File: config.mk
export PLATFORM = sky130hd
export DESIGN_NAME = scp_div_cell
export DESIGN_NICKNAME = d
export VERILOG_FILES = /design/src/rtl/scp_pkg.sv /design/src/rtl/scp_div_cell.sv
export SDC_FILE = /design/constraint.sdc
export NUM_CORES = 1
export LEC_CHECK = 0
export BUFFER_PORTS_ARGS = -buffer_cell sky130_fd_sc_hd__buf_4
export CAP_MARGIN = 25
export CORE_AREA = 2 2 506 508
export DETAILED_ROUTE_END_ITERATION = 8
export DIE_AREA = 0 0 508 510
export GPL_ROUTABILITY_DRIVEN = 0
export GPL_TIMING_DRIVEN = 0
export PLACE_DENSITY = 0.36
export SETUP_SLACK_MARGIN = 0.4
export SLEW_MARGIN = 20
export SYNTH_ARGS = -nofsm -noshare
export SYNTH_HDL_FRONTEND = slang
export SYNTH_SLANG_ARGS = --single-unit
File: constraint.sdc
create_clock -name clk -period 0.9 [get_ports clk]
set_clock_uncertainty 0.15 [all_clocks]
set_input_delay 0.09 -clock clk [delete_from_list [all_inputs] [get_ports clk]]
set_output_delay 0.09 -clock clk [all_outputs]
set_load 0.02 [all_outputs]
File: src/rtl/scp_pkg.sv
// Shared types, widths and helpers for the sphere contact projection block.
// Used by the root and divider cells and by the top level.
// No dependencies.
package scp_pkg;

    localparam int COORD_W = 32;          // Q16.16 coordinate
    localparam int MAG_W   = 33;          // magnitude of an offset component
    localparam int SUM_W   = 66;          // sum of three squared magnitudes
    localparam int ROOT_W  = 35;          // distance from the root chain
    localparam int TRIAL_W = 70;          // trial value in a root cell
    localparam int DEN_W   = 36;          // divisor, twice the distance
    localparam int NUM_W   = 66;          // dividend of a divider lane
    localparam int QUO_W   = 31;          // quotient bits per divider lane
    localparam int LANES   = 6;           // three normal lanes, three projection lanes
    localparam int RAD_W   = 31;
    localparam int NRM_W   = 16;
    localparam int EPS_W   = 17;
    localparam int DEF_COORD_EPSILON = 1;

    // register map, word index
    typedef enum logic [2:0] {
        REG_CENTRE_X   = 3'd0,
        REG_CENTRE_Y   = 3'd1,
        REG_CENTRE_Z   = 3'd2,
        REG_RADIUS     = 3'd3,
        REG_TOLERANCE  = 3'd4,
        REG_SIDE_SIGNS = 3'd5,
        REG_SOLID_MODE = 3'd6,
        REG_DIMENSIONS = 3'd7
    } cfg_idx_t;

    // travels with a transaction along the root chain
    typedef struct packed {
        logic [2:0][MAG_W-1:0] mag;
        logic [2:0]            neg;
        logic [2:0]            nz;
    } sq_side_t;

    // travels with a transaction along the divider chain
    typedef struct packed {
        logic [2:0]         neg;
        logic               hit;
        logic [COORD_W-1:0] pen;
        logic               dist_zero;
        logic               dist_small;
    } div_side_t;

    // clamp to the signed 32 bit range
    function automatic logic [COORD_W-1:0] sat32(input logic signed [35:0] v);
        logic [COORD_W-1:0] r;
        if (v > 36'sd2147483647)
            r = 32'h7FFF_FFFF;
        else if (v < -36'sd2147483648)
            r = 32'h8000_0000;
        else
            r = v[COORD_W-1:0];
        return r;
    endfunction

endpackage

File: src/rtl/scp_div_cell.sv
// One quotient bit of six restoring divisions sharing one divisor.
// Depends on scp_pkg.
module scp_div_cell #(
    parameter int BIT = 0
) (
    input  logic                                            clk,
    input  logic                                            rst_n,
    input  logic                                            in_valid,
    input  logic [scp_pkg::DEN_W-1:0]                       in_den,
    input  logic [scp_pkg::LANES-1:0][scp_pkg::NUM_W-1:0]   in_rem,
    input  logic [scp_pkg::LANES-1:0][scp_pkg::QUO_W-1:0]   in_quo,
    input  scp_pkg::div_side_t                              in_side,
    output logic                                            out_valid,
    output logic [scp_pkg::DEN_W-1:0]                       out_den,
    output logic [scp_pkg::LANES-1:0][scp_pkg::NUM_W-1:0]   out_rem,
    output logic [scp_pkg::LANES-1:0][scp_pkg::QUO_W-1:0]   out_quo,
    output scp_pkg::div_side_t                              out_side
);
    import scp_pkg::*;

    logic [NUM_W-1:0]                   step;
    logic [LANES-1:0][NUM_W-1:0]        rem_reg, rem_next;
    logic [LANES-1:0][QUO_W-1:0]        quo_reg, quo_next;
    logic                               valid_reg;
    logic [DEN_W-1:0]                   den_reg;
    div_side_t                          side_reg;

    // subtract the shifted divisor where it fits, lane by lane
    always_comb
    begin
        step = NUM_W'(in_den) << BIT;
        for (int l = 0; l < LANES; l++)
        begin
            if (in_rem[l] >= step)
            begin
                rem_next[l] = in_rem[l] - step;
                quo_next[l] = in_quo[l] | (QUO_W'(1) << BIT);
            end
            else
            begin
                rem_next[l] = in_rem[l];
                quo_next[l] = in_quo[l];
            end
        end
    end

    always_ff @(posedge clk or negedge rst_n)
    begin
        if (!rst_n)
            valid_reg <= 1'b0;
        else
            valid_reg <= in_valid;
    end

    always_ff @(posedge clk)
    begin
        rem_reg  <= rem_next;
        quo_reg  <= quo_next;
        den_reg  <= in_den;
        side_reg <= in_side;
    end

    assign out_valid = valid_reg;
    assign out_den   = den_reg;
    assign out_rem   = rem_reg;
    assign out_quo   = quo_reg;
    assign out_side  = side_reg;

endmodule

After elaboration in Yosys (flattened, before gate mapping)
Cells that the tools add are included.
Storage, ports and cells
  register bits: 657
  input bits: 659
  output and inout port bits: 657
Cells by class
  add/subtract/negate cells: 6
  $lt $le $gt $ge: 6
  mux-type cells: 6
Operators by type and width (number)
  >= comparator 66 x 36 -> 1 bit: 6
  two-way mux 66 bit: 6
  subtractor 66 x 36 -> 66 bit: 6

Depth between registers and ports, before layout
  word-level depth: 2
  mapped depth: 15

Least setup slack after synthesis
Ideal clock, no wire load.
  kind: input to register
  start: input port in_den[1] (netlist name)
  end: register rem_reg (netlist bit out_rem[64])
  setup time: 0.134 ns
  arrival time: 3.218 ns
  data required time: 0.616 ns
  path slack: -2.602 ns
  cell stages on the path: 12
  buffers on the path: 1
  cell sequence: inv_1 -> fa_1 -> a21o_1 -> a221oi_2 -> o21ai_0 -> a21o_1 -> a2111oi_0 -> o31ai_1 -> a211o_1 -> buf_2 -> nor4_1 -> xor2_1
RTL lines
  start: declaration: line scp_div_cell.sv:9  | input logic [scp_pkg::DEN_W-1:0] in_den,
  end signal: assignment: line scp_div_cell.sv:57  | rem_reg <= rem_next;
  end: declaration: line scp_div_cell.sv:22  | logic [LANES-1:0][NUM_W-1:0] rem_reg, rem_next;

==> flow_summary.json <==
{
  "status": "complete, but fails checks",
  "violations": "hold timing, capacitance limit, setup timing",
  "pre_cts_slack_ns": -4.56,
  "grt_overflow": 0,
  "synth_area_per_cell_um2": 8.88,
  "portBuffers": 1312,
  "areaGrowthSynthToFinish_pct": 99.3,
  "num_io_pins": 1316,
  "cts_tree": "built",
  "grt_max_degree": 16,
  "synth_top_cell_by_area": "dfxtp_1",
  "wl_per_cell_um": 29.1,
  "finalSetupViolCount": 1059,
  "required_ns": 1.40,
  "maxCapViolations": 1,
  "final_common_cell": "buf_4",
  "drc": 0,
  "drt-initial-drc-count": 2357,
  "period_minus_slack_ns": 2.94,
  "crit_path_start": "in_rem[191]",
  "antenna_left": 0,
  "p_per_area_nw_per_um2": 1710,
  "ir_drop_mv": 1.50,
  "clkSinkCount": 657,
  "hold_violations": 589,
  "synth_area_leaders": "dfxtp_1 (41%), ha_1 (8.3%), a21oi_1 (5.6%)",
  "fmax_ghz": 0.340,
  "holdWs_ns": -0.723,
  "grt_pass1_vias": 37200,
  "yosys_warnings": 0,
  "post-dp-hpwl_um": 224000,
  "synth_fp_nets": 4533,
  "crit_path_end": "out_rem[192]",
  "synth_area_um2": 32400,
  "nets": 6675,
  "vias": 37900,
  "grt_pass1_wl_um": 344000,
  "hold_class": "in -> reg",
  "setup_ws_ns": -2.04,
  "root_buffer": "clkbuf_16",
  "first_pass_iters": 6,
  "avgViaCountPerCell": 4.09,
  "power_leakage_uw": 0.0270,
  "grt_util_all_layers_pct": 19.6,
  "std_cell_rows": 185,
  "ys.flop_type": "dfxtp_1",
  "antenna_found_initial": 98,
  "netlist-cell-type-count": 91,
  "synth_top_area_share_pct": 40.5,
  "start_kind": "input pin",
  "fp.dieH_um": 510,
  "ys_seq_elements": 657,
  "synth_edf_count": 0,
  "design.die.area_um2": 259000,
  "maxSlewHeadroom_pct": 1.60,
  "cts_buffers": 91,
  "cts-htree-levels": 3,
  "drive_gt1_share_pct": 45.2,
  "min_period_over_period_pct": 326,
  "synth-seq-area-share_pct": 40.6,
  "clockBufferDepth": 3,
  "initial_core_util_pct": 12.8,
  "worst_ep_arrival_time_ns": 3.44,
  "final_cell_mix": "buf_4 (1492), dfxtp_1 (656), dlygate4sd3_1 (413)",
  "finalSetupTns_ns": -1098.68,
  "rsz0062_at_grt": "true",
  "synth_cells": 3652,
  "ys_async_sr_fraction_pct": 0.152,
  "core_um2": 253000,
  "power_uw": 111000,
  "cp-end-kind": "flop",
  "tightest_slew_ns": 1.44,
  "routed_wl_um": 269000,
  "slew_violations": 0,
  "clk_pin_slew_worst_paths_ns": 0.06,
  "critPathKind": "in -> reg",
  "die_x_um": 508,
  "crit_fanout": 7
}
-- through the flow --
step / cells / cell area (µm²) / hold WS (ns) / utilization [%]
detailed placement: 8358 / 48200 / -0.283 / 19.0
CTS: 9070 / 60400 / -0.819 / 23.8
global placement: 8330 / 47500 / -0.284 / 18.7
global route: 9242 / 64600 / -0.779 / 25.5
floorplan: 3652 / 33400 / -0.356 / -
finish: 9250 / 64600 / -0.723 / 25.5
-- registers in the layout, indices dropped and copies added, names as in the netlist --
name       flops
out_valid      1
out_side      38
out_quo      186
out_den       36
out_rem      396
-- repair_timing --
action	CTS	global route
endpoints found under the setup margin	1059	1059
setup buffers	137	137
gates resized for setup	781	592
pin swaps	148	247
hold buffers	397	65
hold endpoints to repair	658	620
gates cloned	17	5
-- where the power goes --
group,total [µW],switching [µW],internal [µW]
clock network,38800,16100,22700
logic,38000,22300,15700
registers,33800,1370,32500
total,111000,39800,70900
-- per-layer routing --
layer  part of all wire [%]  wire length [µm]  track usage, %
met5                  0.083               224               0
met1                     39            105000            22.5
met3                    7.1             19300            5.29
met2                     49            133000            34.5
met4                    4.4             11900            7.42
-- area by class of cell --
class / instances / area [µm²]
fill: 27300 / 189000
buffer: 128 / 1480
antenna: 22 / 55.1
multi-input combinational: 2753 / 23900
sequential: 657 / 13200
clock buffer: 128 / 2620
tap: 3366 / 4210
clock inverter: 33 / 538
inverter: 115 / 733
timing repair buffer: 2048 / 17900
-- critical path, stage by stage --
cell	delay, ns
buf_4	0.11
dlygate4sd3_1	0.60
or3_1	0.42
nor4_1	0.61
nor3b_1	0.34
and3_4	0.28
o22ai_2	0.09
a31oi_4	0.34
nor3_2	0.10
buf_4	0.16
and3_4	0.15
xor2_1	0.13
-- cells in the mapped netlist, drive strengths merged, types with 8 or more instances --
cell type,instances
nand2,266
clkbuf,100
xnor2,183
o31ai,30
dfxtp,656
and3,27
nand3,77
nor3b,15
nor4b,9
nand3b,13
nor2b,15
a31oi,28
o21ai,164
inv,115
or3,60
a21o,113
and2,16
or2,26
a2111oi,20
nand4,63
buf,28
nor3,121
o211ai,26
a21oi,367
xor2,183
nor4,73
or4,34
o21bai,29
mux2,44
a21boi,10
o22ai,9
ha,216
nand4b,11
a211o,8
nor2,317
nand2b,30
a211oi,20
o21a,30
-- kinds of logic after synthesis --
family | after synthesis | synth area share (%)
mux | 46 | 1.59
simple gates | 1187 | 18.3
flops | 657 | 40.6
compound gates | 931 | 18.0
xor+xnor | 366 | 9.89
fa+ha+maj | 222 | 8.71
buf+inv | 243 | 2.91
-- worst min path at each step --
stage	startpoint	end	slack (ns)	depth (start not counted)
2_1_floorplan	rst_n	out_valid	-0.36	0
3_3_place_gp	rst_n	out_valid	-0.28	1
3_5_place_dp	rst_n	out_valid	-0.28	1
4_1_cts	in_den[4]	out_den[4]	-0.82	1
5_1_grt	in_den[1]	out_den[1]	-0.78	1
6_report	in_den[1]	out_den[1]	-0.72	1
Note: power is estimated with default switching activity, not from simulation.
