**src/rtl/scp_pkg.sv**
```systemverilog
// Shared types, widths and helpers for the sphere contact projection block.
// Used by the root and divider cells and by the top level.
// No dependencies.
package scp_pkg;

    localparam int COORD_W = 32;          // Q16.16 coordinate
    localparam int MAG_W   = 33;          // magnitude of an offset component
    localparam int SUM_W   = 66;          // sum of three squared magnitudes
    localparam int ROOT_W  = 35;          // distance from the root chain
    localparam int TRIAL_W = 70;          // trial value in a root cell
    localparam int DEN_W   = 36;          // divisor, twice the distance
    localparam int NUM_W   = 66;          // dividend of a divider lane
    localparam int QUO_W   = 31;          // quotient bits per divider lane
    localparam int LANES   = 6;           // three normal lanes, three projection lanes
    localparam int RAD_W   = 31;
    localparam int NRM_W   = 16;
    localparam int EPS_W   = 17;
    localparam int DEF_COORD_EPSILON = 1;

    // register map, word index
    typedef enum logic [2:0] {
        REG_CENTRE_X   = 3'd0,
        REG_CENTRE_Y   = 3'd1,
        REG_CENTRE_Z   = 3'd2,
        REG_RADIUS     = 3'd3,
        REG_TOLERANCE  = 3'd4,
        REG_SIDE_SIGNS = 3'd5,
        REG_SOLID_MODE = 3'd6,
        REG_DIMENSIONS = 3'd7
    } cfg_idx_t;

    // travels with a transaction along the root chain
    typedef struct packed {
        logic [2:0][MAG_W-1:0] mag;
        logic [2:0]            neg;
        logic [2:0]            nz;
    } sq_side_t;

    // travels with a transaction along the divider chain
    typedef struct packed {
        logic [2:0]         neg;
        logic               hit;
        logic [COORD_W-1:0] pen;
        logic               dist_zero;
        logic               dist_small;
    } div_side_t;

    // clamp to the signed 32 bit range
    function automatic logic [COORD_W-1:0] sat32(input logic signed [35:0] v);
        logic [COORD_W-1:0] r;
        if (v > 36'sd2147483647)
            r = 32'h7FFF_FFFF;
        else if (v < -36'sd2147483648)
            r = 32'h8000_0000;
        else
            r = v[COORD_W-1:0];
        return r;
    endfunction

endpackage

```
**src/rtl/scp_sqrt_cell.sv**
```systemverilog
// One digit of the integer square root: tries one root bit, keeps remainder.
// Depends on scp_pkg.
module scp_sqrt_cell #(
    parameter int BIT = 0
) (
    input  logic                                clk,
    input  logic                                rst_n,
    input  logic                                in_valid,
    input  logic [scp_pkg::SUM_W-1:0]           in_rem,
    input  logic [scp_pkg::ROOT_W-1:0]          in_root,
    input  scp_pkg::sq_side_t                   in_side,
    output logic                                out_valid,
    output logic [scp_pkg::SUM_W-1:0]           out_rem,
    output logic [scp_pkg::ROOT_W-1:0]          out_root,
    output scp_pkg::sq_side_t                   out_side
);
    import scp_pkg::*;

    logic [TRIAL_W-1:0] trial;
    logic               take;
    logic               valid_reg;
    logic [SUM_W-1:0]   rem_reg, rem_next;
    logic [ROOT_W-1:0]  root_reg, root_next;
    sq_side_t           side_reg;

    // (r + 2^b)^2 - r^2 = r*2^(b+1) + 2^(2b)
    always_comb
    begin
        trial     = (TRIAL_W'(in_root) << (BIT + 1)) + (TRIAL_W'(1) << (2 * BIT));
        take      = TRIAL_W'(in_rem) >= trial;
        rem_next  = take ? (in_rem - trial[SUM_W-1:0]) : in_rem;
        root_next = take ? (in_root | (ROOT_W'(1) << BIT)) : in_root;
    end

    always_ff @(posedge clk or negedge rst_n)
    begin
        if (!rst_n)
            valid_reg <= 1'b0;
        else
            valid_reg <= in_valid;
    end

    always_ff @(posedge clk)
    begin
        rem_reg  <= rem_next;
        root_reg <= root_next;
        side_reg <= in_side;
    end

    assign out_valid = valid_reg;
    assign out_rem   = rem_reg;
    assign out_root  = root_reg;
    assign out_side  = side_reg;

endmodule

```
**config.mk**
```make
export PLATFORM = sky130hd
export DESIGN_NAME = scp_sqrt_cell
export DESIGN_NICKNAME = d
export VERILOG_FILES = /design/src/rtl/scp_pkg.sv /design/src/rtl/scp_sqrt_cell.sv
export SDC_FILE = /design/constraint.sdc
export NUM_CORES = 1
export LEC_CHECK = 0
export BUFFER_PORTS_ARGS = -buffer_cell sky130_fd_sc_hd__clkbuf_2
export CELL_PAD_IN_SITES_DETAIL_PLACEMENT = 1
export CELL_PAD_IN_SITES_GLOBAL_PLACEMENT = 2
export CORE_MARGIN = 3
export CORE_UTILIZATION = 25
export DETAILED_ROUTE_END_ITERATION = 7
export HOLD_SLACK_MARGIN = 0.03
export PLACE_DENSITY_LB_ADDON = 0.1
export SYNTH_ARGS = -nofsm -noshare
export SYNTH_HDL_FRONTEND = slang
export SYNTH_SLANG_ARGS = --single-unit
```
**constraint.sdc**
```tcl
create_clock -name clk -period 0.8 [get_ports clk]
set_input_delay 0.12 -clock clk [delete_from_list [all_inputs] [get_ports clk]]
set_output_delay 0.12 -clock clk [all_outputs]
set_load 0.05 [all_outputs]
```
---- Word-level counts from Yosys, hierarchy flattened ----
Index checks and enable logic that the tools add are counted.
storage, ports and cells
  register bits after elaboration ......... 207
  bits in latches ......................... 0
  bits in writable memories ............... 0
  memory bits (read-only) ................. 0
  bits of input ports ..................... 209
  output and inout port bits .............. 207
  logic and storage cells ................. 13
  memories ................................ 0
cells by class
  $add $sub $neg .......................... 2
  multipliers ............................. 0
  divide/modulo/power cells ............... 0
  order comparisons ....................... 1
  eq/ne operators ......................... 0
  shifts and indexed selects .............. 0
  multiplexer cells ....................... 1
  bitwise operators ....................... 0
  reduce and logical (&&, ||, !) cells .... 0
operators by type and width
  operator                                        count
  greater-or-equal comparator 66 x 37 -> 1 bit    1
  2-to-1 mux 66 bit                               1
  subtractor 66 x 37 -> 66 bit                    1
  adder 36 x 1 -> 37 bit (second input constant)  1

---- Longest topological paths before layout ----
Gate-level depths: netlist (run 1).
  word-level depth ........................ 3
  mapped depth ............................ 12
  gate-level depth less buffers ........... 11

---- Worst setup path before layout (run 1) ----
No wires, ideal clock.
  path kind ............................... input to register
  start ................................... in in_rem[1] in the netlist's numbering
  end ..................................... reg rem_reg[51], in the netlist out_rem[51]
  setup time .............................. 118 ps
  data arrival time ....................... 2613 ps
  required time ........................... 682 ps
  setup slack ............................. -1931 ps
  stages .................................. 10
  path buffers ............................ 0
  cell sequence ........................... inv_1 -> fa_1 -> nand2b_1 -> a211oi_2 -> o21ai_2 -> a2111oi_4 -> o2111ai_2 -> and2_4 -> or4b_4 -> xnor2_2
between the ends
  word-level cells in the longest chain between the ends .. 2
  elaborated cells between the ends (all ways) .. 3
  classes of those cells .................. add/sub (1); order compare (1); mux (1)
ends and longest elaborated chain
  what                                                                                                 RTL line                                  source
  from (decl)                                                                                          scp_sqrt_cell.sv:9                        input logic [scp_pkg::SUM_W-1:0] in_rem,
  subtractor 66 x 37 -> 66 bit / greater-or-equal comparator 66 x 37 -> 1 bit (equally long branches)  scp_sqrt_cell.sv:31, scp_sqrt_cell.sv:30
  2-to-1 mux 66 bit *                                                                                  scp_sqrt_cell.sv:31                       rem_next = take ? (in_rem - trial[SUM_W-1:0]) : in_rem;
  named net rem_next[51]                                                                               scp_sqrt_cell.sv:22                       logic [SUM_W-1:0] rem_reg, rem_next;
  to (signal assigned)                                                                                 scp_sqrt_cell.sv:45                       rem_reg <= rem_next;
  to (decl)                                                                                            scp_sqrt_cell.sv:22
Mark *: on every way through the listed nets, which the timed path passes. The rest lies on a longest branch.
A chain may end at the register's enable or synchronous reset.

---- Worst setup path after layout (run 1) ----
  start ................................... in in_root[12] in the netlist's numbering
  end ..................................... reg rem_reg[62], in the netlist out_rem[62]
between the ends
  word-level cells in the longest chain between the ends .. 3
  elaborated cells between the ends (all ways) .. 4
  classes of those cells .................. add/sub (2); order compare (1); mux (1)
ends and longest elaborated chain
  what                                                                                                 RTL line                                  source
  from (decl)                                                                                          scp_sqrt_cell.sv:10                       input logic [scp_pkg::ROOT_W-1:0] in_root,
  adder 36 x 1 -> 37 bit *                                                                             scp_sqrt_cell.sv:29                       trial = (TRIAL_W'(in_root) << (BIT + 1)) + (TRIAL_W'(1) << (2 * BIT));
  subtractor 66 x 37 -> 66 bit / greater-or-equal comparator 66 x 37 -> 1 bit (equally long branches)  scp_sqrt_cell.sv:31, scp_sqrt_cell.sv:30
  2-to-1 mux 66 bit *                                                                                  scp_sqrt_cell.sv:31
  named net rem_next[62]                                                                               scp_sqrt_cell.sv:22
Marked as above.

==> results of run 1 <==
==> cells in the mapped netlist (all sizes together), types with 2 or more instances <==
cell type    n
o21bai       4
a21o        11
nor3        15
inv         47
nand3       15
nand4       26
o31ai        2
nor4        10
a21boi       2
nand2       50
and2         3
nand2b       7
o21ai       37
a31oi        5
a2111oi      2
xnor2       40
o21ba        3
nor2b        6
dfxtp      206
o221ai       2
buf          9
nor2        68
or2          2
xor2        21
o211ai       9
nor3b        4
a21oi       70
o2111ai      2
clkbuf      14
ha          36
or3          4
and3         3
a211oi       4
or4          2
==> worst max-delay path by stage <==
stage,end,depth (start not counted),startpoint
2_1_floorplan,out_rem[51],9,in_root[0]
3_3_place_gp,out_rem[54],11,in_root[20]
3_5_place_dp,out_rem[51],12,in_root[0]
4_1_cts,out_rem[51],10,in_root[0]
5_1_grt,out_rem[62],14,in_root[12]
6_report,out_rem[62],14,in_root[12]
==> what timing repair did <==
item | 4_1_cts | 5_1_grt
resized for setup | 805 | 243
setup buffers | 15 | 23
cloned | 8 | 3
pin swaps | 24 | 58
endpoints found under the setup margin | 274 | 274
endpoints found under the hold margin | 208 | 2
hold buffers | 207 | 2
==> sequential cells by signal, summed over array words and instances, names as in the netlist <==
register / flops
out_rem: 66
out_side: 105
out_valid: 1
out_root: 35
==> through the flow <==
stage	total power [W]	instance area, um2	setup TNS [ps]	std cells	hold slack [ps]
after CTS	0.0361	19200	-161660	2034	-152
after global routing	0.0396	20300	-194290	2067	24.1
after detailed placement	0.0206	12200	-128370	1762	-103
after floorplan	0.0166	7670	-106390	759	-176
final	0.0389	20400	-190360	2068	47.8
after global placement	0.0205	12200	-124180	1762	-104
==> routing by layer <==
layer / global-route usage / vias to the layer above / wire length (um)
met5: 0 / - / 28
met4: 0.138 / 4 / 5610
met1: 0.358 / 5220 / 24300
met2: 0.558 / 719 / 32500
met3: 0.0620 / 273 / 5370
li1: - / 4423 / -
==> critical path, delay by kind of cell <==
kind                       cells  cell delay, ps
adders and majority gates      1             430
and+or+nand+nor                2             340
AOI/OAI and AO/OA              5            1230
xor gates and xnor gates       1             370
buffers and inverters          5             640
==> cells by family after synthesis <==
| family | after synthesis |
|---|---|
| AO/OA/AOI/OAI | 163 |
| adder cells (fa/ha/maj) | 37 |
| flip-flops | 207 |
| XOR/XNOR | 61 |
| buffers and inverters | 70 |
| AND/OR/NAND/NOR | 220 |
| multiplexers | 1 |
==> layout make-up <==
cell class,instances,share of cell area
Clock inverter,5,0.00443
Multi-Input combinational cell,483,0.211
Clock buffer,37,0.0354
Inverter,47,0.00904
Tap cell,390,0.0240
Timing Repair Buffer,887,0.497
Antenna cell,12,0.00148
Sequential cell,207,0.218
==> power by group <==
part | switching [W] | internal [W] | leakage (nW)
Clock | 0.00551 | 0.00688 | 0.398
Combinational | 0.00743 | 0.00687 | 7.02
Sequential | 0.000838 | 0.0114 | 1.75
Total | 0.0138 | 0.0251 | 9.18
==> impl_results.md, run 1 <==
* CTS clk-pin slew, worst paths at 70 ps
* GPL Wtd Cong at 0.847
* Crit. End Element: register
* Drt first pass iters at 5
* Startpoint types: primary input
* Most frequent cells in the layout: 230 x buf_4, 209 x dlygate4sd3_1, 198 x dfxtp_2
* Post-Synth Adder-Cell Area at 0.0620
* Fillcell total at 2884
* WP data required at 1240 ps
* Row count at 63
* Setup ws final at -1900 ps
* Hold Path End: out_rem[1]
* Number of I/O pins at 416
* Post-synth top area share at 0.543
* Chip height at 180 um
* Worst hold start: in_root[0]
* Die area at 0.0325 mm2
* Post-synthesis simple-gate area fraction at 0.145
* Core area at 0.0298 mm2
* Slew HR at 0.614
* Yosys reg bits at 207
* Synthesized area per cell at 10.0 um2
* Hold path cells at 3
* Routed Antenna Nets at 0
* Slowest stage delay, CP at 440 ps
* Run status: complete, but fails checks
* Antenna violations before repair at 11
* Largest area contributor in the netlist: dfxtp_1
* Unrepaired setup endpoints after global routing: true
* Power density over cell area at 1910 mW/mm2
* Share of layout cells above drive strength 1 at 0.663
* Post-synthesis mux area share at 0.00148
* Compound-Gate Fraction of Synth Area at 0.135
* Most common cell after layout, fill and taps aside: buf_4
* CP cell instances: clkbuf_2 -> inv_1 -> ha_1 -> nand2_1 -> a21oi_1 -> a21boi_2 -> a2111oi_4 -> o2111ai_2 -> buf_6 -> a21oi_4 -> buf_12 -> buf_12 -> nand4b_1 -> xnor2_1
* Drt initial violations at 747
* Seq. cell area at 0.00443 mm2
* CTS buffer count at 25
* Total wire length at 67.9 mm
* Synth Area in XOR/XNOR at 0.0714
* DR DRC count at 0
* GRT Total Usage at 0.311
* Main combinational cell family by area after synthesis: simple AND/OR/NAND/NOR gates
* Least-Margin Pin Slew at 573 ps
* Crit-path slowest cell: a2111oi_4
* EDFF count, synth at 0
* Arrival @ worst endpoint at 3150 ps
* Vias in the first global route at 11100
* Crit Path Max Fanout at 5
* First-pass GRT wire length at 77.4 mm
* Fin crit share at 3.38
* Ys async rst share at 0.00483
* Leakage at 9.18 nW
* Hold Path Class: in -> reg
* Fin. max-slew vios at 0
* Syn Nets at 1005
* Fmax achieved at 0.370 GHz
* H-tree depth at 1
* Vias at 10600
* # setup viols final at 274
* Yosys Warn Count at 0
* Vias/cell at 5.14
* Sequential area share after synthesis at 0.547
* DP HPWL at 29.0 mm
* Pin count of the biggest net entering global routing at 19
* Finished Core Util at 0.683
* Routed len/inst at 32.8 um
* Total global routing overflow at 0
* Clock tree sinks at 207
* Final min period at 2700 ps
* Area of the multi-input gates at 0.00429 mm2
* Clk buf depth at 3
* Max Cap Violations at 0
* Most frequent cell on the critical path: buf_12
* Synth Flop Type: dfxtp_1
* Cell Area, Synth at 0.00759 mm2
* DIE WIDTH at 180 um
* Clock root buffer: clkbuf_16
* Violations in the final reports: setup timing
* Final nets at 1897
* Area Overhead vs Synth at 168%
* Cell count after synthesis at 759
* Top cells by area, synth: dfxtp_1 54%, ha_1 5.9%, a21oi_1 4.5%, xnor2_1 4.5%, nor2_1 3.4%
* Unique masters post-synth at 68
* PortBufs at 415
* Placement Setup Slack at -2080 ps
* Worst VDD drop at 1.60 mV
* Final hold viol count at 0
* Starting Density at 0.255
* Setup Crit Path Kind: in -> reg
* CTS tree: done
(Power assumes the default switching activity.)
==> inputs of run 2 (changes only) <==
REMOVE_ABC_BUFFERS = 1   (was unset)
==> impl_results.md, run 2 (synthesis gave the netlist of run 1 again) <==
* Run status: complete, but fails checks
* Violations in the final reports: setup timing
* GRT Total Usage at 0.324
* DR DRC count at 0
* Drt initial violations at 1001
* Power density over cell area at 1900 mW/mm2
* Die area at 0.0325 mm2
* First-pass GRT wire length at 80.2 mm
* Chip height at 180 um
* Sw frac at 0.357
* Row count at 63
* Placement Setup Slack at -2110 ps
* Arrival @ worst endpoint at 3270 ps
* Crit-path slowest cell: a2111oi_4
* Clk buf depth at 3
* Routed len/inst at 34.0 um
* Routed wl met2 at 33.6 mm
* H-tree depth at 1
* Max reg flops at 105
* CTS buffer count at 23
* Area Overhead vs Synth at 167%
* Leakage at 9.26 nW
* Setup TNS at -198620 ps
* PortBufs at 415
* Hold Path Class: in -> reg
* Share of layout cells above drive strength 1 at 0.636
* DP HPWL at 28.5 mm
* Setup Crit Path Kind: in -> reg
* Routed Antenna Nets at 0
* Slew HR at 0.501
* Combinational Power Share at 0.373
* Int Pwr at 0.0248 W
* Vias in the first global route at 11100
* Clock power share at 0.309
* Most common cell after layout, fill and taps aside: buf_4
* Startpoint types: primary input
* Hold Path End: out_rem[1]
* Switching pwr at 0.0138 W
* Crit. End Element: register
* Seq. cell area at 0.00442 mm2
* Clock tree sinks at 207
* Core area at 0.0298 mm2
* Final hold viol count at 0
* DIE WIDTH at 180 um
* Worst hold start: in_root[0]
* Number of I/O pins at 416
* Fillcell total at 2903
* Fin crit share at 3.59
* Total wire length at 70.8 mm
* Total power at 0.0386 W
* Worst VDD drop at 1.59 mV
* Buffers & Inverters on Critical Path at 6
* Final nets at 1909
* Fmax achieved at 0.348 GHz
* Crit Path Max Fanout at 5
* Unrepaired setup endpoints after global routing: true
* CTS clk-pin slew, worst paths at 80 ps
* Vias at 11100
* Final min period at 2870 ps
* WP data required at 1200 ps
* Area of the multi-input gates at 0.00398 mm2
* Hold path cells at 3
* Slowest stage delay, CP at 430 ps
* Least-Margin Pin Slew at 743 ps
* Clock root buffer: clkbuf_16
* CP delay by family, top: buffers and inverters
* Top routing layer in use: met5
* Drt first pass iters at 8
* Pin count of the biggest net entering global routing at 19
* CTS tree: done
* Starting Density at 0.255
* DRT met1 WL at 24.8 mm
* Antenna violations before repair at 8
* CP cell instances: clkbuf_2 -> inv_2 -> ha_4 -> nand4_1 -> buf_4 -> nor3_4 -> o21ai_4 -> a2111oi_4 -> o2111ai_2 -> buf_6 -> a21oi_4 -> buf_4 -> clkbuf_16 -> nand4_1 -> xnor2_1
* Max Cap Violations at 0
* Routed wl met3 at 5.68 mm
* GPL Wtd Cong at 0.829
* Most frequent cells in the layout: 240 x buf_4, 209 x dlygate4sd3_1, 200 x clkbuf_2
* # setup viols final at 274
* Vias/cell at 5.31
* Total global routing overflow at 0
* Sequential power share at 0.318
* Setup ws final at -2070 ps
* Fin. max-slew vios at 0
run 2: final cells by class:
class                   instances  area share
inverters                      47     0.00920
flip-flops and latches        207       0.218
multi-input cells             482       0.196
repair buffers                902       0.512
well taps                     390      0.0241
clock inverters                 6     0.00488
diodes                         12     0.00148
clock buffers                  35      0.0336
run 2: tightest hold or removal path: stages:
cell,delay [ps]
clkbuf_2,130
fa_2,240
a21oi_2,50
run 2: layer usage:
layer  global-route usage  vias up
met1                0.373     5368
met3               0.0664      366
met5                    0        -
met2                0.584      869
met4                0.132        2
li1                     -     4447
run 2: how the worst max path moves through the flow:
stage | cells past startpoint | to | slack [ps] | startpoint
5_1_grt | 15 | out_rem[65] | -2070 | in_rem[0]
4_1_cts | 12 | out_rem[51] | -1390 | in_rem[0]
3_3_place_gp | 12 | out_rem[51] | -2090 | in_rem[1]
2_1_floorplan | 10 | out_rem[38] | -2090 | in_rem[1]
6_report | 15 | out_rem[65] | -2070 | in_root[6]
3_5_place_dp | 12 | out_rem[51] | -2110 | in_rem[1]
run 2: metrics by stage:
stage / cell area (um2) / util / instances / hold slack (ps)
6_report: 20300 / 0.680 / 2081 / 15.0
5_1_grt: 20300 / 0.680 / 2080 / 22.0
4_1_cts: 19200 / 0.645 / 2037 / -102
3_5_place_dp: 12100 / 0.404 / 1772 / -102
3_3_place_gp: 12100 / 0.404 / 1772 / -106
2_1_floorplan: 7470 / - / 736 / -176
run 2: timing repair:
| action | 4_1_cts | 5_1_grt |
|---|---|---|
| gates resized for setup | 817 | 191 |
| setup endpoints to repair | 274 | 274 |
| buffers inserted | 10 | 34 |
| hold buffers | 208 | 1 |
| hold endpoints to repair | 208 | 2 |
| gates cloned | 6 | 3 |
| pin swaps | 28 | 61 |
run 2: power groups by stage:
stage	registers (W)	logic, W	clock network (W)
floorplan	0.0148	0.00181	0
global placement	0.0117	0.00855	0
detailed placement	0.0117	0.00858	0
CTS	0.0120	0.0124	0.0112
global route	0.0123	0.0146	0.0123
finish	0.0123	0.0144	0.0119
==> inputs of run 3 (changes only) <==
==> constraint.sdc (replaced) <==
create_clock -name clk -period 0.8 [get_ports clk]
set_input_delay 0.12 -clock clk [delete_from_list [all_inputs] [get_ports clk]]
set_output_delay 0.12 -clock clk [all_outputs]
set_load 0.02 [all_outputs]
==> impl_results.md, run 3 (synthesis gave the netlist of run 1 again) <==
* Final hold slack at 41.7 ps
* Crit-path slowest cell: a2111oi_4
* Worst VDD drop at 1.61 mV
* Worst hold start: in_root[0]
* Violations in the final reports: setup timing
* Antenna violations before repair at 5
* Die area at 0.0325 mm2
* H-tree depth at 1
* Drt initial violations at 577
* Setup ws final at -1650 ps
* Unrepaired setup endpoints after global routing: true
* Drt first pass iters at 5
* WP data required at 1220 ps
* Clock root buffer: clkbuf_16
* DP Area at 0.0118 mm2
* Starting Density at 0.255
* Slew HR at 0.608
* First-pass GRT wire length at 67.7 mm
* Row count at 63
* Pin count of the biggest net entering global routing at 23
* Crit Path Max Fanout at 5
* DIE WIDTH at 180 um
* Area Overhead vs Synth at 143%
* Slowest stage delay, CP at 390 ps
* CTS tree: done
* Max Cap Violations at 0
* Least-Margin Pin Slew at 583 ps
* Core area at 0.0298 mm2
* GPL Wtd Cong at 0.830
* DP HPWL at 28.2 mm
* Chip height at 180 um
* Leakage at 8.43 nW
* Vias in the first global route at 10600
* GRT Total Usage at 0.267
* Clock tree sinks at 207
* CTS clk-pin slew, worst paths at 70 ps
* Most common cell after layout, fill and taps aside: buf_4
* Most frequent cells in the layout: 234 x buf_4, 211 x buf_8, 209 x dlygate4sd3_1
* Share of layout cells above drive strength 1 at 0.643
* Final nets at 1900
* Power density over cell area at 1830 mW/mm2
* Final hold viol count at 0
* Clk buf depth at 3
* Hold path cells at 3
* # setup viols final at 274
* CTS buffer count at 24
* Hold Path Class: in -> reg
* Startpoint types: primary input
* Setup Crit Path Kind: in -> reg
* Vias/cell at 4.78
* Fin. max-slew vios at 0
* Placed Cells at 1775
* PortBufs at 415
* Crit path from: in_root[1]
* Crit. End Element: register
* Run status: complete, but fails checks
* Final min period at 2450 ps
* Routed len/inst at 26.3 um
* Max reg flops at 105
* Fmax achieved at 0.409 GHz
* Fin cells at 2067
* Cell area after layout at 0.0185 mm2
* Vias at 9874
* Finished Core Util at 0.620
* Routed Antenna Nets at 0
* DR DRC count at 0
* Arrival @ worst endpoint at 2870 ps
* Total wire length at 54.3 mm
* Fin crit share at 3.06
* CP cell instances: clkbuf_2 -> inv_1 -> ha_4 -> buf_4 -> nand2b_4 -> a211oi_2 -> buf_4 -> o21ai_4 -> a2111oi_4 -> o2111ai_2 -> buf_6 -> a21oi_4 -> buf_12 -> buf_12 -> nand4_1 -> xnor2_1
* Number of I/O pins at 416
* Total global routing overflow at 0
[run 3: cell types whose count changed in the layout (fill, tap and decap cells not counted), sizes merged]
cell      change
clkbuf      -153
buf         +137
clkinv        +9
diode         -7
clkinvlp      +1
inv           -1
[run 3: area by class of cell]
cell class	instances	area (um2)
fillers	3102	11300
repair buffers	892	8610
flip-flops and latches	207	4410
multi-input cells	482	4010
clock buffers	29	619
well taps	390	488
inverters	47	181
clock inverters	15	139
diodes	5	12.5
[run 3: worst max-delay path, delay by kind of cell]
| family | cells | cell delay [ps] |
|---|---|---|
| compound gates | 5 | 990 |
| xor+xnor | 1 | 300 |
| fa+ha+maj | 1 | 280 |
| simple gates | 2 | 180 |
| buf+inv | 7 | 980 |
[run 3: power breakdown]
group,internal [W],total (W),switching [W]
Clock,0.00620,0.0114,0.00515
Sequential,0.0114,0.0121,0.000720
Combinational,0.00554,0.0103,0.00473
Total,0.0231,0.0337,0.0106
[run 3: stage by stage]
stage | worst slack [ps] | power [W] | setup TNS [ps]
4_1_cts | -1350 | 0.0317 | -151130
3_5_place_dp | -2150 | 0.0182 | -133740
6_report | -1650 | 0.0337 | -161370
5_1_grt | -1690 | 0.0348 | -170850
2_1_floorplan | -2090 | 0.0146 | -118130
3_3_place_gp | -2100 | 0.0181 | -131260
[run 3: per-layer routing]
layer	vias to the layer above	track usage	share of wire
met5	-	0	0.00024
met4	2	0.115	0.067
met3	164	0.0491	0.055
met2	451	0.490	0.51
met1	4831	0.302	0.37
li1	4426	-	-
[run 3: final timing paths]
path	to	slack, ps
setup / recovery	out_rem[47]	-1650
hold / removal	out_rem[1]	40
max in group asynchronous	out_valid	270
min in group asynchronous	out_valid	430
[run 3: repair_timing]
item | in CTS | in global routing
hold buffers | 207 | 2
setup endpoints to repair | 274 | 274
gates cloned | 1 | 9
setup buffers | 9 | 17
resized for setup | 695 | 368
pin swaps | 16 | 41
hold endpoints to repair | 208 | 2
